`src/rtl/core/sbt_pkg.sv`:
```
package sbt_pkg;

  localparam int CoordW = 24;
  localparam int DiffW = 25;
  localparam int FtW = 16;
  localparam int TimeW = 17;
  localparam int QuoW = 16;
  localparam int DenW = DiffW + FtW;
  localparam int RemW = DenW + 1;
  localparam logic [TimeW-1:0] NoHit = 17'h10000;
  localparam logic [FtW-1:0] FrameTimeReset = 16'd1092;

  typedef struct packed {
    logic signed [CoordW-1:0] a_min_x;
    logic signed [CoordW-1:0] a_min_y;
    logic signed [CoordW-1:0] a_max_x;
    logic signed [CoordW-1:0] a_max_y;
    logic signed [CoordW-1:0] a_vel_x;
    logic signed [CoordW-1:0] a_vel_y;
    logic signed [CoordW-1:0] b_min_x;
    logic signed [CoordW-1:0] b_min_y;
    logic signed [CoordW-1:0] b_max_x;
    logic signed [CoordW-1:0] b_max_y;
    logic signed [CoordW-1:0] b_vel_x;
    logic signed [CoordW-1:0] b_vel_y;
  } sbt_in_t;

  typedef struct packed {
    logic [TimeW-1:0] impact_time;
    logic hit;
  } sbt_out_t;

  // Work carried down the divider chain: numerator remainder, divisor, quotient.
  typedef struct packed {
    logic valid;
    logic done;
    logic [RemW-1:0] rem;
    logic [DenW-1:0] den;
    logic [QuoW-1:0] quo;
  } sbt_cell_t;

endpackage

```
`src/rtl/core/sbt_div_cell.sv`:
```
module sbt_div_cell (
  input  logic clk,
  input  logic en,
  input  sbt_pkg::sbt_cell_t cell_in,
  output sbt_pkg::sbt_cell_t cell_out
);
  import sbt_pkg::*;

  logic [RemW:0] shifted;
  logic take;

  always_comb begin
    shifted = {cell_in.rem, 1'b0};
    take = !cell_in.done && (shifted >= (RemW+1)'(cell_in.den));
  end

  always_ff @(posedge clk) begin
    if (en) begin
      cell_out.valid <= cell_in.valid;
      cell_out.done <= cell_in.done;
      cell_out.den <= cell_in.den;
      cell_out.quo <= {cell_in.quo[QuoW-2:0], take};
      cell_out.rem <= take ? RemW'(shifted - (RemW+1)'(cell_in.den)) : RemW'(shifted);
    end
  end

endmodule
```
`config.mk`:
```
export PLATFORM = sky130hd
export DESIGN_NAME = sbt_div_cell
export DESIGN_NICKNAME = d
export VERILOG_FILES = /design/src/rtl/core/sbt_pkg.sv /design/src/rtl/core/sbt_div_cell.sv
export SDC_FILE = /design/constraint.sdc
export NUM_CORES = 1
export LEC_CHECK = 0
export BUFFER_PORTS_ARGS = -buffer_cell sky130_fd_sc_hd__buf_2
export CELL_PAD_IN_SITES_DETAIL_PLACEMENT = 0
export CELL_PAD_IN_SITES_GLOBAL_PLACEMENT = 1
export CORE_ASPECT_RATIO = 1.5
export CORE_MARGIN = 2
export CORE_UTILIZATION = 35
export CTS_CLUSTER_DIAMETER = 200
export DETAILED_ROUTE_END_ITERATION = 7
export PLACE_DENSITY_LB_ADDON = 0.1
export SLEW_MARGIN = 5
export SYNTH_ARGS = -nofsm -noshare
export SYNTH_HDL_FRONTEND = slang
export SYNTH_SLANG_ARGS = --single-unit
```
`constraint.sdc`:
```
create_clock -name clk -period 2.7 [get_ports clk]
set_input_delay 0.405 -clock clk [delete_from_list [all_inputs] [get_ports clk]]
set_output_delay 0.405 -clock clk [all_outputs]
set_load 0.03 [all_outputs]
```
======== Yosys cells after proc, flatten, opt, wreduce, memory -nomap -nowiden ========
Cells that the tools add are included.
storage, ports and cells
  bits in writable memories ............... 0
  output and inout bits ................... 101
  memories ................................ 0
  bits in latches ......................... 0
  input port bits ......................... 103
  ROM bits ................................ 0
  word-level logic and storage cells ...... 11
  register bits ........................... 101
cells by class
  shifts and indexed selects .............. 0
  magnitude comparators ................... 1
  multiplexer cells ....................... 1
  equality and inequality tests ........... 0
  div/mod/pow operators ................... 0
  bitwise logic cells ..................... 0
  reductions and logical operators ........ 2
  add/subtract/negate cells ............... 1
  multiply operators ...................... 0
operators with widths
  cell               number
  $ge 43x41->1       1
  $mux 42            1
  $sub 42x41->42     1
  $logic_and 1x1->1  1
  $logic_not 1->1    1

======== Logic depth before layout (Yosys ltp) ========
  word-level depth ........................ 3
  depth in mapped cells ................... 14

======== Worst setup path before layout ========
No wires, ideal clock.
  path kind ............................... input to register
  from .................................... input cell_in[16] (netlist bit)
  to ...................................... register cell_out[97] (netlist bit), data pin
  arrival ................................. 2,618 ps
  cell stages on the path ................. 11
  buffers on the path ..................... 0
  path slack .............................. -178 ps
  library setup time ...................... 260 ps
  required time ........................... 2,440 ps
  path through ............................ inv_1 fa_1 a211oi_1 o211ai_1 nand3_1 o21ai_1 a211oi_1 inv_1 a221oi_2 xnor2_1 mux2_4
on the way
  word-level cells in the longest chain between the ends .. 3
  elaborated cells between the ends (all ways) .. 4
  those cells by class .................... add/sub (1); order compare (1); mux (1); reduce/logical (1)
RTL lines
  what               line                source
  start, declared    sbt_div_cell.sv:4   input sbt_pkg::sbt_cell_t cell_in,
  $ge 43x41->1       sbt_div_cell.sv:14  take = !cell_in.done && (shifted >= (RemW+1)'(cell_in.den));
  $logic_and 1x1->1  sbt_div_cell.sv:14
  $mux 42 (*)        sbt_div_cell.sv:23  cell_out.rem <= take ? RemW'(shifted - (RemW+1)'(cell_in.den)) : RemW'(shifted);
  end, declared      sbt_div_cell.sv:5   output sbt_pkg::sbt_cell_t cell_out
Every way passes the cells marked *; elsewhere a longest branch is shown, timed or not.
A chain may end at the register's enable or synchronous reset.

======== Worst setup path after layout ========
  from .................................... input cell_in[75] (netlist bit)
  to ...................................... register cell_out[77] (netlist bit), data pin
Same word-level chain as after synthesis.

==> out/qor.yml <==
seqPwrFrac_pct: 37.9
ys_types: 60
max_slew_margin_pct: 65.4
nets: 1066
clock_path_buffers: 2
drc: 0
viasPerCell: 4.92
rsz0062_at_grt: "true"
syn-mean-instance-area_um2: 10.8
dpl.hpwl_um: 14300
syn_inst: 560
hold_viol: 0
die_height_um: 165
routed_wl_um: 18500
tightestPinTransition_ps: 519
hold_class: "primary input to flip-flop"
whs_ps: 206
start_util_pct: 35.9
path_class: "primary input to flip-flop"
antenna_found_initial: 1
grt_pass1_vias: 5860
cts_tree: "built"
p_int_mw: 3.45
wl_per_cell_um: 16.3
area_growth_pct: 57.0
path_max_fanout: 8
finalMaxSlewViolations: 0
rows: 58
synth_fp_nets: 705
ir_drop_uv: 282
top_regs: "cell_out x101"
io_buffers: 202
placed_area_um2: 8350
grt_max_degree: 57
p_clk_share_pct: 26.9
yosysSeqAreaShare_pct: 50.2
grt_first_pass_wirelength_um: 27900
maxCapViolCount: 0
cp.arrival_ps: 2790
drive_gt1_share_pct: 51.4
final_cells: 1137
grt_usage_pct: 19.3
power.density_nw_per_um2: 543
grt-ovfl-total: 0
pwr-share-comb_pct: 35.2
min_period_ps: 2670
detail-route-antenna-nets: 0
largest_register: "cell_out"
ctsHoldBuffers: 0
design.die.area_um2: 18400
finalSetupViolCount: 0
yosys_register_bits: 101
period_share_pct: 98.8
cts_root_buf: "clkbuf_16"
worst_setup_path_start_kind: "primary input"
clk_pin_slew_ps: 80
synth_area_um2: 6050
synth_area_leader_cell: "edfxtp_1"
synth-main-ff-cell: "edfxtp_1"
fp.coreArea_um2: 16800
critPathCaptureType: "flip-flop"
yosysTopAreaCellShare_pct: 50.2
ys_top_cells_by_area: "edfxtp_1 50%, ha_1 8.5%, a21oi_1 5.7%"
final-seq-area_um2: 3030
synth-async-reset-ratio_pct: 0
cp.required_ps: 2830
synth_edf_count: 101
synth_warnings: 0
largest_reg_flops: 101
status: "finished, final reports clean"
final_cell_area_um2: 9500
gp_congestion: 0.857
vias: 5589
swShare_pct: 33.1
p_switching_mw: 1.71
place_inst: 1093
multi_input_area_um2: 3150
firstDrtPassIters: 4
n_fill_cell: 1565
dr.first_iter.drc_count: 167
boundaryPins: 204
die_w_um: 111
cts_made_buffers: 9
htreeDepth: 3
leakagePower_nw: 4.25
fmax_mhz: 375
cts_sinks: 101
==> metrics by stage <==
step / TNS [ps] / power (mW) / util (%) / setup slack, ps
floorplan: -171 / 2.94 / - / -58.3
global placement: -14460 / 3.60 / 49.6 / -575
detailed placement: -14770 / 3.61 / 49.6 / -581
CTS: -8.02 / 5.02 / 51.9 / -8.02
global route: -127 / 5.39 / 56.4 / -47.4
finish: 0 / 5.16 / 56.4 / 31.1
==> cell usage after synthesis, types with 4 or more instances <==
master and instances:
a211o_1 4, a211oi_1 4, a211oi_2 4, a21o_1 14, a21oi_1 69, a31oi_1 4, buf_2 8, edfxtp_1 101
ha_1 41, inv_1 51, mux2_2 8, nand2_1 38, nand3_1 9, nand4_1 10, nor2_1 53, o211ai_1 7
o21a_1 5, o21ai_0 17, o21ai_1 4, o21bai_1 4, or3_1 4, xnor2_1 23, xor2_1 15
==> layer usage <==
layer,wire [um],up-vias,track usage [%]
met5,0,-,0
met4,464,0,7.41
met3,818,23,4.00
met2,10300,148,37.6
met1,6950,2650,20.1
li1,-,2768,-
==> power by group through the flow <==
| stage | clock network, mW | registers [mW] | logic (mW) |
|---|---|---|---|
| after floorplan | 0 | 2.31 | 0.633 |
| after global placement | 0 | 1.99 | 1.61 |
| after detailed placement | 0 | 1.99 | 1.62 |
| after CTS | 1.42 | 1.95 | 1.65 |
| after global routing | 1.47 | 1.97 | 1.96 |
| final | 1.39 | 1.95 | 1.82 |
==> layout by cell type, fill, tap and decap left out, drive strengths merged, types with 3 or more instances in the layout <==
master	synthesis	final
o21bai	4	4
xor2	15	15
a211oi	8	8
a21oi	71	71
a31oi	4	4
ha	41	41
inv	51	55
a221oi	3	3
o31ai	4	4
a31o	3	3
nand4	10	10
nor2b	3	3
nor2	53	53
or3	4	4
a21o	15	15
o21a	5	5
nand2	39	39
a211o	4	4
mux2	9	9
a21boi	3	3
nand3	9	9
o211ai	7	7
xnor2	23	23
nor4	3	3
clkbuf	5	12
edfxtp	101	101
o22ai	3	3
o21ai	24	24
buf	15	368
==> layout make-up <==
type / instances / area share [%]
tap: 210 / 2.77
multi-input combinational: 387 / 33.1
timing repair buffer: 371 / 26.7
clock buffer: 9 / 2.37
clock inverter: 7 / 0.843
antenna: 1 / 0.0264
sequential: 101 / 31.9
inverter: 51 / 2.23
==> timing repair <==
item,in CTS,in global routing
endpoints found under the setup margin,20,39
setup buffers,2,23
cloned,0,2
pin swaps,6,46
resized for setup,9,115
==> critical path: stages <==
cell and delay (ps):
buf_2 120, ha_4 270, nand4_1 120, or3_4 370, o22ai_4 170, nor2_4 60, a21oi_4 190, o21ai_4 100
o31ai_4 390, buf_6 160, buf_12 130, mux2_4 300
==> worst paths after layout <==
path	start	endpoint	depth (start not counted)
max	cell_in[75]	cell_out[77]	12
min	cell_in[13]	cell_out[14]	1
==> cells by family after synthesis <==
group / share of synthesized area [%]
AOI/OAI and AO/OA: 18.4
and+or+nand+nor: 9.70
DFF: 50.2
buffers and inverters: 5.69
adders and majority gates: 8.81
xor gates and xnor gates: 5.50
muxes: 1.74
(Power assumes the default switching activity.)
